## src/exptok_pkg.sv

```systemverilog
// Types, codes and character classes for the expression tokenizer.
package exptok_pkg;

	// Token kind codes
	localparam logic [3:0] KIND_EOI     = 4'd0;
	localparam logic [3:0] KIND_UNKNOWN = 4'd1;
	localparam logic [3:0] KIND_IDENT   = 4'd2;
	localparam logic [3:0] KIND_NUMBER  = 4'd3;
	localparam logic [3:0] KIND_WITH    = 4'd4;
	localparam logic [3:0] KIND_PLUS    = 4'd5;
	localparam logic [3:0] KIND_MINUS   = 4'd6;
	localparam logic [3:0] KIND_STAR    = 4'd7;
	localparam logic [3:0] KIND_SLASH   = 4'd8;
	localparam logic [3:0] KIND_LPAREN  = 4'd9;
	localparam logic [3:0] KIND_RPAREN  = 4'd10;
	localparam logic [3:0] KIND_COLON   = 4'd11;
	localparam logic [3:0] KIND_COMMA   = 4'd12;

	// Keyword match progress
	localparam logic [2:0] KW_FULL = 3'd4;
	localparam logic [2:0] KW_DEAD = 3'd7;

	localparam int QUEUE_DEPTH = 4;
	localparam int QPTR_BITS   = $clog2(QUEUE_DEPTH);

	// Pending run state
	typedef enum logic [2:0] {
		RUN_NONE   = 3'b001,
		RUN_IDENT  = 3'b010,
		RUN_NUMBER = 3'b100
	} run_mode_t;

	typedef struct packed {
		logic [3:0]  kind;
		logic [15:0] start;
		logic [7:0]  length;
	} token_t;

	// Tokens caused by one input item: an optional flushed run, then the
	// optional token of the character itself.
	typedef struct packed {
		logic   has_flush;
		token_t flush_tok;
		logic   has_cur;
		token_t cur_tok;
	} entry_t;

	// Queue status seen by the front and back
	typedef struct packed {
		logic full;
		logic valid;
	} queue_stat_t;

	function automatic logic is_letter(input logic [7:0] c);
		return (c >= 8'h61 && c <= 8'h7a) || (c >= 8'h41 && c <= 8'h5a);
	endfunction

	function automatic logic is_digit(input logic [7:0] c);
		return c >= 8'h30 && c <= 8'h39;
	endfunction

	// space, tab, line feed, vertical tab, form feed, carriage return
	function automatic logic is_space(input logic [7:0] c);
		return c == 8'h20 || (c >= 8'h09 && c <= 8'h0d);
	endfunction

	function automatic logic [3:0] single_kind(input logic [7:0] c);
		logic [3:0] k;
		unique case (c)
			8'h2b:   k = KIND_PLUS;
			8'h2d:   k = KIND_MINUS;
			8'h2a:   k = KIND_STAR;
			8'h2f:   k = KIND_SLASH;
			8'h28:   k = KIND_LPAREN;
			8'h29:   k = KIND_RPAREN;
			8'h3a:   k = KIND_COLON;
			8'h2c:   k = KIND_COMMA;
			default: k = KIND_UNKNOWN;
		endcase
		return k;
	endfunction

	// Letters of the keyword "with"
	function automatic logic [7:0] kw_char(input logic [2:0] idx);
		logic [7:0] ch;
		unique case (idx)
			3'd0:    ch = 8'h77;
			3'd1:    ch = 8'h69;
			3'd2:    ch = 8'h74;
			3'd3:    ch = 8'h68;
			default: ch = 8'h00;
		endcase
		return ch;
	endfunction

endpackage

```

## src/exptok_front.sv

```systemverilog
// Front: accepts characters, tracks the pending run and builds token entries.
module exptok_front
	import exptok_pkg::*;
#(
	parameter int POSITION_BITS = 16,
	parameter int MAX_TOKEN_LEN = 255
) (
	input  logic        clk,
	input  logic        arst_n,
	input  logic        s_tvalid,
	output logic        s_tready,
	input  logic [7:0]  s_tdata,   // [7:0] ch
	input  queue_stat_t q_stat,
	output logic        push,
	output entry_t      push_entry
);

	localparam int LEN_BITS = $clog2(MAX_TOKEN_LEN + 1);

	logic [POSITION_BITS-1:0] position_q;
	run_mode_t                run_mode_q;
	logic [POSITION_BITS-1:0] run_start_q;
	logic [LEN_BITS-1:0]      run_len_q;
	logic [2:0]               kw_q;

	logic       accept, letter, digit, space, continues, flush, cur_valid;
	logic [7:0] c;
	logic [7:0] run_len8;

	assign c        = s_tdata;
	assign s_tready = !q_stat.full;
	assign accept   = s_tvalid && s_tready;
	assign letter   = is_letter(c);
	assign digit    = is_digit(c);
	assign space    = is_space(c);

	assign continues = (run_mode_q == RUN_IDENT && letter) ||
		(run_mode_q == RUN_NUMBER && digit);
	assign flush     = !continues && run_mode_q != RUN_NONE;
	assign cur_valid = !continues && (c == 8'h00 || (!letter && !digit && !space));

	// reported length never exceeds 255
	assign run_len8 = (32'(run_len_q) > 32'd255) ? 8'hff : 8'(run_len_q);

	// Token entry for this character
	always_comb begin
		push_entry.has_flush        = flush;
		push_entry.flush_tok.start  = 16'(run_start_q);
		push_entry.flush_tok.length = run_len8;
		if (run_mode_q == RUN_NUMBER) begin
			push_entry.flush_tok.kind = KIND_NUMBER;
		end else if (kw_q == KW_FULL) begin
			push_entry.flush_tok.kind = KIND_WITH;
		end else begin
			push_entry.flush_tok.kind = KIND_IDENT;
		end
		push_entry.has_cur       = cur_valid;
		push_entry.cur_tok.start = 16'(position_q);
		if (c == 8'h00) begin
			push_entry.cur_tok.kind   = KIND_EOI;
			push_entry.cur_tok.length = 8'd0;
		end else begin
			push_entry.cur_tok.kind   = single_kind(c);
			push_entry.cur_tok.length = 8'd1;
		end
	end

	assign push = accept && (flush || cur_valid);

	// Run and position state
	always_ff @(posedge clk or negedge arst_n) begin
		if (!arst_n) begin
			position_q  <= '0;
			run_mode_q  <= RUN_NONE;
			run_start_q <= '0;
			run_len_q   <= '0;
			kw_q        <= '0;
		end else if (accept) begin
			if (continues) begin
				if (run_len_q < LEN_BITS'(MAX_TOKEN_LEN)) begin
					run_len_q <= run_len_q + 1'b1;
				end
				if (run_mode_q == RUN_IDENT) begin
					if (kw_q < KW_FULL && c == kw_char(kw_q)) begin
						kw_q <= kw_q + 3'd1;
					end else begin
						kw_q <= KW_DEAD;
					end
				end
				position_q <= position_q + 1'b1;
			end else if (c == 8'h00) begin
				run_mode_q <= RUN_NONE;
				run_len_q  <= '0;
				kw_q       <= '0;
				position_q <= '0;
			end else if (letter || digit) begin
				run_start_q <= position_q;
				run_len_q   <= LEN_BITS'(1);
				run_mode_q  <= letter ? RUN_IDENT : RUN_NUMBER;
				kw_q        <= (c == kw_char(3'd0)) ? 3'd1 : KW_DEAD;
				position_q  <= position_q + 1'b1;
			end else begin
				run_mode_q <= RUN_NONE;
				run_len_q  <= '0;
				kw_q       <= '0;
				position_q <= position_q + 1'b1;
			end
		end
	end

endmodule

```

## src/exptok_queue.sv

```systemverilog
// Short queue of token entries between front and back.
module exptok_queue
	import exptok_pkg::*;
(
	input  logic        clk,
	input  logic        arst_n,
	input  logic        push,
	input  entry_t      push_entry,
	input  logic        pop,
	output entry_t      head,
	output queue_stat_t q_stat
);

	entry_t               mem_q [QUEUE_DEPTH];
	logic [QPTR_BITS-1:0] wr_ptr_q, rd_ptr_q;
	logic [QPTR_BITS:0]   count_q;
	logic                 do_push, do_pop;

	assign q_stat.full  = count_q == (QPTR_BITS+1)'(QUEUE_DEPTH);
	assign q_stat.valid = count_q != '0;
	assign do_push      = push && !q_stat.full;
	assign do_pop       = pop && q_stat.valid;
	assign head         = mem_q[rd_ptr_q];

	// Entry storage
	always_ff @(posedge clk) begin
		if (do_push) begin
			mem_q[wr_ptr_q] <= push_entry;
		end
	end

	// Pointers and fill count
	always_ff @(posedge clk or negedge arst_n) begin
		if (!arst_n) begin
			wr_ptr_q <= '0;
			rd_ptr_q <= '0;
			count_q  <= '0;
		end else begin
			if (do_push) begin
				wr_ptr_q <= wr_ptr_q + 1'b1;
			end
			if (do_pop) begin
				rd_ptr_q <= rd_ptr_q + 1'b1;
			end
			unique case ({do_push, do_pop})
				2'b10:   count_q <= count_q + 1'b1;
				2'b01:   count_q <= count_q - 1'b1;
				default: count_q <= count_q;
			endcase
		end
	end

endmodule

```

## src/exptok_back.sv

```systemverilog
// Back: takes entries from the queue and sends their tokens one at a time.
module exptok_back
	import exptok_pkg::*;
(
	input  logic        clk,
	input  logic        arst_n,
	input  entry_t      head,
	input  queue_stat_t q_stat,
	output logic        pop,
	output logic        m_tvalid,
	input  logic        m_tready,
	output logic [31:0] m_tdata,   // [3:0] token_kind, [19:4] token_start,
	                               // [27:20] token_length, [31:28] zero
	output logic        m_tlast    // last
);

	entry_t ent_q;
	logic   ent_valid_q;
	logic   fire, done, load, send_flush;
	token_t tok;

	assign send_flush = ent_q.has_flush;
	assign tok        = send_flush ? ent_q.flush_tok : ent_q.cur_tok;
	assign m_tvalid   = ent_valid_q;
	assign m_tdata    = {4'b0000, tok.length, tok.start, tok.kind};
	assign m_tlast    = !send_flush || !ent_q.has_cur;

	assign fire = m_tvalid && m_tready;
	assign done = fire && m_tlast;
	assign load = !ent_valid_q || done;
	assign pop  = load && q_stat.valid;

	// Current entry and its remaining tokens
	always_ff @(posedge clk or negedge arst_n) begin
		if (!arst_n) begin
			ent_valid_q <= 1'b0;
		end else if (load) begin
			ent_valid_q <= q_stat.valid;
		end
	end

	always_ff @(posedge clk) begin
		if (pop) begin
			ent_q <= head;
		end else if (fire) begin
			ent_q.has_flush <= 1'b0;
		end
	end

endmodule

```

## src/expression_tokenizer_top.sv

```systemverilog
// Expression tokenizer: one character per item in, one token per item out.
// A token passes through the entry queue and the back's entry register before it is offered.
// One character per cycle while the queue has room; a character that both ends a run and
// gives a token of its own yields two tokens, absorbed by a four-entry queue.
// Reset (arst_n low, asynchronous) clears the run state, position and queue.
module expression_tokenizer_top
	import exptok_pkg::*;
#(
	parameter int POSITION_BITS = 16,
	parameter int MAX_TOKEN_LEN = 255
) (
	input  logic        clk,
	input  logic        arst_n,
	input  logic        s_tvalid,
	output logic        s_tready,
	input  logic [7:0]  s_tdata,   // [7:0] ch
	output logic        m_tvalid,
	input  logic        m_tready,
	output logic [31:0] m_tdata,   // [3:0] token_kind, [19:4] token_start,
	                               // [27:20] token_length, [31:28] zero
	output logic        m_tlast    // last
);

	queue_stat_t q_stat;
	logic        push, pop;
	entry_t      push_entry, head;

	exptok_front #(
		.POSITION_BITS(POSITION_BITS),
		.MAX_TOKEN_LEN(MAX_TOKEN_LEN)
	) u_front (
		.clk        (clk),
		.arst_n     (arst_n),
		.s_tvalid   (s_tvalid),
		.s_tready   (s_tready),
		.s_tdata    (s_tdata),
		.q_stat     (q_stat),
		.push       (push),
		.push_entry (push_entry)
	);

	exptok_queue u_queue (
		.clk        (clk),
		.arst_n     (arst_n),
		.push       (push),
		.push_entry (push_entry),
		.pop        (pop),
		.head       (head),
		.q_stat     (q_stat)
	);

	exptok_back u_back (
		.clk      (clk),
		.arst_n   (arst_n),
		.head     (head),
		.q_stat   (q_stat),
		.pop      (pop),
		.m_tvalid (m_tvalid),
		.m_tready (m_tready),
		.m_tdata  (m_tdata),
		.m_tlast  (m_tlast)
	);

endmodule

```

## config.mk

```make
export PLATFORM = sky130hd
export DESIGN_NAME = expression_tokenizer_top
export DESIGN_NICKNAME = d
export VERILOG_FILES = /design/src/exptok_pkg.sv /design/src/exptok_front.sv /design/src/exptok_queue.sv /design/src/exptok_back.sv /design/src/expression_tokenizer_top.sv
export SDC_FILE = /design/constraint.sdc
export NUM_CORES = 1
export LEC_CHECK = 0
export ABC_AREA = 1
export BUFFER_PORTS_ARGS = -buffer_cell sky130_fd_sc_hd__buf_4
export CORE_ASPECT_RATIO = 1.75
export CORE_MARGIN = 1
export CORE_UTILIZATION = 61
export CTS_CLUSTER_DIAMETER = 50
export CTS_CLUSTER_SIZE = 10
export DETAILED_ROUTE_END_ITERATION = 6
export PLACE_DENSITY = 0.87
export SLEW_MARGIN = 30
export SYNTH_ARGS = -nofsm -noshare
export SYNTH_HDL_FRONTEND = slang
export SYNTH_SLANG_ARGS = --single-unit
```

## constraint.sdc

```tcl
create_clock -name clk -period 4.6 [get_ports clk]
set_clock_uncertainty 0.15 [all_clocks]
set_input_delay 0.46 -clock clk [delete_from_list [all_inputs] [get_ports clk]]
set_output_delay 0.46 -clock clk [all_outputs]
set_load 0.05 [all_outputs]
```

; ---- After elaboration in Yosys (flattened, before gate mapping)
; Memory sizes are Yosys's and may differ from the RTL's.
; Index checks and enable logic that the tools add are counted.
[classes]
magnitude_cmp = 10
n_addsub = 7
eq_ne = 23
bitwise = 2
shift = 0
n_div = 0
mul = 0
reduce_logical = 43
n_mux = 30
[ops]
columns = op, n
row1 = $eq 8x6->1 const B, 9
row2 = $mux 8, 6
row3 = $mux 16, 2
row4 = $pmux 4 s8, 1
row5 = $mux 3, 10
row6 = $mux 28, 1
row7 = $pmux 7 s4, 1
row8 = $logic_and 1x1->1, 18
row9 = $add 16x1->16 const B, 1
row10 = $ge 8x7->1 const B, 2
row11 = $le 8x7->1 const B, 2
row12 = $eq 3x2->1 const B, 3
row13 = $eq 3x3->1 const B, 3
row14 = $add 8x1->8 const B, 1
row15 = $eq 8x7->1 const B, 1
row16 = $eq 8x8->1, 1
row17 = $ge 8x4->1 const B, 1
row18 = $ge 8x6->1 const B, 1
row19 = $le 8x4->1 const B, 1
row20 = $le 8x6->1 const B, 1
row21 = $logic_not 1->1, 8
row22 = $logic_not 8->1, 1
row23 = $logic_or 1x1->1, 8
row24 = $lt 8x8->1 const B, 1
row25 = other kinds (18), 31
[word_totals]
latchBits = 0
word_cells = 133
ram_bits = 204
rom_bits = 0
output_inout_bits = 35
reg_bits = 112
memories = 1
[memory_table]
columns = name, words, width, read_ports, rd_clocked_by_memory_dff, wr, line_no
row1 = u_queue.mem_q, 4, 51, 1, 0, 1, exptok_queue.sv:14  ; entry_t mem_q [QUEUE_DEPTH];

; ---- Depth between registers and ports, before layout
[depth]
word_depth = 13
depth_mapped = 15
depth_no_buf = 14

; ---- Modules after synthesis
; From an unflattened synthesis, not the netlist that was laid out.
[hier_totals]
hier_cells = 1291
area_unflattened_um2 = 14749.1
[modules_own_cells]
columns = module, cells_each, instances, area_each_um2
row1 = exptok_queue, 737, 1, 9579.2
row2 = exptok_front, 389, 1, 2879.0
row3 = exptok_back, 165, 1, 2290.9

; ---- Worst setup path before layout
; No wires, ideal clock.
[synth_path]
path_kind = input to register
startpoint = input port s_tdata[3]
endpoint = memory u_queue.mem_q[0][0] in the netlist's numbering, enable pin
path_buffers = 1
stages = 10
path_slack_ns = 0.521
t_required_ns = 3.992
t_arrival_ns = 3.472
cell_sequence = buf_6 > nor2_2 > nand2_2 > nand2_2 > nand2_4 > a21oi_4 > nand2_1 > nand2_1 > nand2_2 > nor2_1
[synth_via]
elab_chain_len = 13
word_cells_on_any_way = 33
[synth_lines]
columns = item, line_no
row1 = from (decl), expression_tokenizer_top.sv:16  ; input logic [7:0] s_tdata,
row2 = $ge 8x7->1 / $le 8x7->1 (equally long branches), exptok_pkg.sv:55  ; return (c >= 8'h61 && c <= 8'h7a) || (c >= 8'h41 && c <= 8'h5a);
row3 = $logic_and 1x1->1, exptok_pkg.sv:55
row4 = $logic_or 1x1->1, exptok_pkg.sv:55
row5 = $logic_not 1->1, exptok_front.sv:40  ; assign cur_valid = !continues && (c == 8'h00 || (!letter && !digit && !space));
row6 = $logic_and 1x1->1 (2 in series), exptok_front.sv:40
row7 = $logic_or 1x1->1, exptok_front.sv:40
row8 = $logic_and 1x1->1, exptok_front.sv:40
row9 = $logic_or 1x1->1 (*), exptok_front.sv:68  ; assign push = accept && (flush || cur_valid);
row10 = $logic_and 1x1->1 (*), exptok_front.sv:68
row11 = $logic_and 1x1->1 (*), exptok_queue.sv:21  ; assign do_push = push && !q_stat.full;
row12 = $mux 1 (*), exptok_queue.sv:27  ; if (do_push) begin
row13 = $mux 1 (not written as such) (*), exptok_queue.sv:28  ; mem_q[wr_ptr_q] <= push_entry;
row14 = to (decl), exptok_queue.sv:14
; Mark *: on every way between the ends. The rest lies on a longest branch, timed or not.

; ---- Final worst setup path
[layout_path]
startpoint = register u_back.ent_q, in the netlist u_back.send_flush
endpoint = register u_queue.count_q[2]
[layout_via]
elab_chain_len = 8
word_cells_on_any_way = 10
[layout_lines]
columns = item, line_no
row1 = from (decl), exptok_back.sv:17  ; entry_t ent_q;
row2 = $logic_not 1->1 (*), exptok_back.sv:26  ; assign m_tlast = !send_flush || !ent_q.has_cur;
row3 = $logic_or 1x1->1 (*), exptok_back.sv:26
row4 = $logic_and 1x1->1 (*), exptok_back.sv:29  ; assign done = fire && m_tlast;
row5 = $logic_or 1x1->1 (*), exptok_back.sv:30  ; assign load = !ent_valid_q || done;
row6 = $logic_and 1x1->1 (*), exptok_back.sv:31  ; assign pop = load && q_stat.valid;
row7 = named net pop, expression_tokenizer_top.sv:25  ; logic push, pop;
row8 = $logic_and 1x1->1 (*), exptok_queue.sv:22  ; assign do_pop = pop && q_stat.valid;
row9 = $eq 2x1->1 / $eq 2x2->1 (equally long branches), exptok_queue.sv:45  ; unique case ({do_push, do_pop})
row10 = $pmux 3 s2 / $reduce_bool 2->1 (equally long branches), n/a
row11 = to (signal assigned), exptok_queue.sv:46  ; 2'b10: count_q <= count_q + 1'b1;
row12 = to (signal assigned), exptok_queue.sv:47  ; 2'b01: count_q <= count_q - 1'b1;
row13 = to (signal assigned), exptok_queue.sv:48  ; default: count_q <= count_q;
row14 = to (decl), exptok_queue.sv:16  ; logic [QPTR_BITS:0] count_q;
; The timed path passes the listed nets; every way through them passes the cells marked *.
; A chain may end at the register's enable or synchronous reset.

==> flow_summary.ini <==
[yosys]
biggest_area_contributors_in_the_synthesized_netlist = sky130_fd_sc_hd__edfxtp_1, sky130_fd_sc_hd__dfrtp_1, sky130_fd_sc_hd__o21ai_0
synth-seq-cells = 304
synth_cell_types = 46
post-synth-top-area-cell = sky130_fd_sc_hd__edfxtp_1
mean_area_per_synthesized_cell_um2 = 12.3
synth-seq-area-share_pct = 71.0
synth_edf_count = 250
synthCells = 1017
mappedNetlistArea_mm2 = 0.0125
synthDominantCellAreaShare_pct = 60.2
dominantRegCellSynth = sky130_fd_sc_hd__edfxtp_1
async_reset_ff_share_pct = 17.8
synth-warning-count = 0

[die]
boundaryPins = 47
die_x_um = 110
placement_rows = 68
core_mm2 = 0.0199
initial_cell_density_of_the_core_pct = 62.7
dieArea_mm2 = 0.0210
die_y_um = 191

[power_and_ir_drop]
combPwrFrac_pct = 31.6
cellInternalPower_mw = 6.39
total_leakage_power_nw = 5.36
power.sequential.fraction_pct = 42.9
worst_ir_drop_vdd_mv = 0.486
pwr_density_cell_mw_per_mm2 = 712
design_power_total_mw = 10.0
switching_share_pct = 36.2
power_frac_clock_pct = 25.5
power.net_switching_mw = 3.63

[routing]
postRouteAntennaNets = 0
detail_route.vias_per_cell = 6.22
routed_wl_um = 27500
detailroute.via_count = 8312
drc = 0
first_iter_violations = 944
detail_route.wl_per_cell_um = 20.6
dr.pass1.iters = 7

[setup_path]
worst_setup_path_startpoint = u_back.send_flush$_SDFFCE_PN0P_
regToRegSetupSlack_ps = 1530
worstPathArrival_ps = 3300
r2r-start = u_back.send_flush$_SDFFCE_PN0P_
critical_path.cell_chain = buf_4 > nand2_1 > nand2_1 > nand2_1 > nand2_1 > inv_2 > buf_4 > ha_1 > inv_1 > fa_1 > a21oi_1 > o21ai_0 > xnor2_1
path_class = flop to flop
slowest_delay_ps = 540
timing.critical_path.required_ps = 4820
largest_fanout_of_any_net_on_the_critical_path = 51
worst_r2r_path_depth = 13
slowest_stage = sky130_fd_sc_hd__buf_4
cpMostUsedCell = sky130_fd_sc_hd__nand2_1
path_depth = 13
crit_family = buffers and inverters
timing.critical_path.buf_inv = 4
setup.worst_path.end_class = flop
startpoint_type = flop

[grt]
grt_first_pass_wirelength_um = 43800
grt_antenna_before_repair = 0
grt_overflow = 0
met3_usage_pct = 4.40
grt_most_used_layer = met2
first_global_vias = 8606
groute.usage.overall_pct = 28.1
grt_start_max_net_pins = 102
grt_met2_use_pct = 47.2
grt_util_met1_pct = 33.4

[sta]
fin_setup_tns_ps = 0
fmaxAchievable_mhz = 325
rsz0062_at_grt = false
max-slew-margin-rel_pct = 33.9
timing_worst_slew_pin_value_ps = 980
finalHoldViolations = 0
layout_worst_path_cycle_share_pct = 66.8
final_critical_period_ps = 3070
final.hold.worst_slack_ps = 137
maxSlewViolCount = 0
report.final.setup_viol = 0

[final_layout]
fin_nets = 1090
post_route_cells_drive_above_1_share_pct = 14.5
combined_area_of_the_multi_input_logic_cells_mm2 = 0.00318
layout.area.seq_mm2 = 0.00886
fillers = 1262
syn_to_final_growth_pct = 12.8
num_antenna_cells = 0

[clocking]
clk-insertion-delay-late_ps = 510
htreeDepth = 2
cts.clk_slew.worst_paths_ps = 50
cts_inserted_buffers = 36
ctsRootBufferMaster = sky130_fd_sc_hd__clkbuf_16
cts_setup_buffers = 0
cts_tree = done
post_cts_resized = 0
clock-sinks = 304
post_cts_hold_buffer_count = 1
cts_buffer_depth = 3

[place]
placed_wire_length_estimate_um = 15700
globalplace.congestion = 0.880
portBuffers = 42

[hold_path]
timing.hold.worst.class = input pin to flop
min-delay-start = m_tready
timing.hold.worst_path_depth = 4

[status]
run_status = finished, final reports clean

[run]
max_cap_violations = 0
[through the flow]
step | cells | setup WS [ps] | cell area (um^2) | util, %
after floorplan | 1020 | 521 | 12500 | -
after global placement | 1273 | 1390 | 13000 | 65.4
after detailed placement | 1273 | 1340 | 13000 | 65.4
after CTS | 1336 | 1480 | 14100 | 70.7
after global routing | 1336 | 1250 | 14100 | 70.7
final | 1336 | 1530 | 14100 | 70.7
[worst min-delay path, delay by kind of cell]
family / cells / cell delay [ps]
and+or+nand+nor: 3 / 200
buffers and inverters: 1 / 90
[path summary, 6_finish.rpt]
path                                                   end
min in group asynchronous  u_front.run_len8[6]$_DFFE_PN0P_
hold reg to reg             u_queue.count_q[0]$_DFFE_PN0P_
max in group asynchronous  u_queue.rd_ptr_q[0]$_DFFE_PN0P_
setup / recovery            u_queue.count_q[2]$_DFFE_PN0P_
setup reg to reg            u_queue.count_q[2]$_DFFE_PN0P_
hold / removal                 u_back.m_tvalid$_DFFE_PN0N_
[flip-flops by register name (all words and copies together) (netlist names)]
name,cells
u_queue.mem_q,200
u_back.ent_q,49
u_front.position_q,16
u_front.run_start_q,16
u_front.run_len8,8
u_front.kw_q,3
u_front.run_mode_q,3
u_queue.count_q,3
u_queue.rd_ptr_q,2
u_queue.wr_ptr_q,2
u_back.m_tvalid,1
u_back.send_flush,1
[routing by layer]
metal,routed length (um),up-vias,part of all wire [%]
li1,-,3679,-
met1,9210,3994,33
met2,14400,521,52
met3,2270,118,8.2
met4,1660,0,6.0
met5,0,-,0
[synthesized netlist by cell type (14+ instances only)]
library cell               number
sky130_fd_sc_hd__dfrtp_1       53
sky130_fd_sc_hd__o21ai_0      117
sky130_fd_sc_hd__edfxtp_1     250
sky130_fd_sc_hd__mux2_2        20
sky130_fd_sc_hd__nand3_1       49
sky130_fd_sc_hd__o22ai_1       49
sky130_fd_sc_hd__nand2_2       14
sky130_fd_sc_hd__nand2_1      118
sky130_fd_sc_hd__clkbuf_1      33
sky130_fd_sc_hd__nor2_1       149
sky130_fd_sc_hd__inv_1         66
[power groups by stage]
stage	Clock, mW	Sequential [mW]	Combinational, mW
floorplan	0	4.25	2.21
global placement	0	4.29	3.02
detailed placement	0	4.34	3.12
CTS	2.57	4.30	3.17
global route	2.69	4.37	3.44
finish	2.55	4.30	3.17
[cell usage in the layout (no fill, tap or decap), types with 10 or more instances in the layout]
master,instances
sky130_fd_sc_hd__buf_4,52
sky130_fd_sc_hd__clkbuf_1,23
sky130_fd_sc_hd__clkbuf_16,37
sky130_fd_sc_hd__dfrtp_1,52
sky130_fd_sc_hd__edfxtp_1,250
sky130_fd_sc_hd__ha_1,10
sky130_fd_sc_hd__inv_1,63
sky130_fd_sc_hd__mux2_2,20
sky130_fd_sc_hd__nand2_1,118
sky130_fd_sc_hd__nand2_2,14
sky130_fd_sc_hd__nand3_1,49
sky130_fd_sc_hd__nor2_1,145
sky130_fd_sc_hd__nor3_1,10
sky130_fd_sc_hd__o21ai_0,117
sky130_fd_sc_hd__o22ai_1,49
[cell families after synthesis]
logic type | count (synthesis) | synth area share [%]
buffers and inverters | 115 | 3.82
AND/OR/NAND/NOR | 371 | 13.3
other | 1 | 0.0301
AO/OA/AOI/OAI | 185 | 8.14
flip-flops | 304 | 71.0
adder cells (fa/ha/maj) | 11 | 1.16
multiplexers | 20 | 1.81
XOR/XNOR | 10 | 0.702
[area by class of cell]
| type | count | share of cell area [%] |
|---|---|---|
| Clock buffer | 60 | 7.19 |
| Clock inverter | 2 | 0.240 |
| Inverter | 70 | 1.91 |
| Multi-Input combinational cell | 601 | 22.6 |
| Sequential cell | 304 | 63.0 |
| Tap cell | 245 | 2.18 |
| Timing Repair Buffer | 54 | 2.92 |
(Power assumes the default switching activity.)
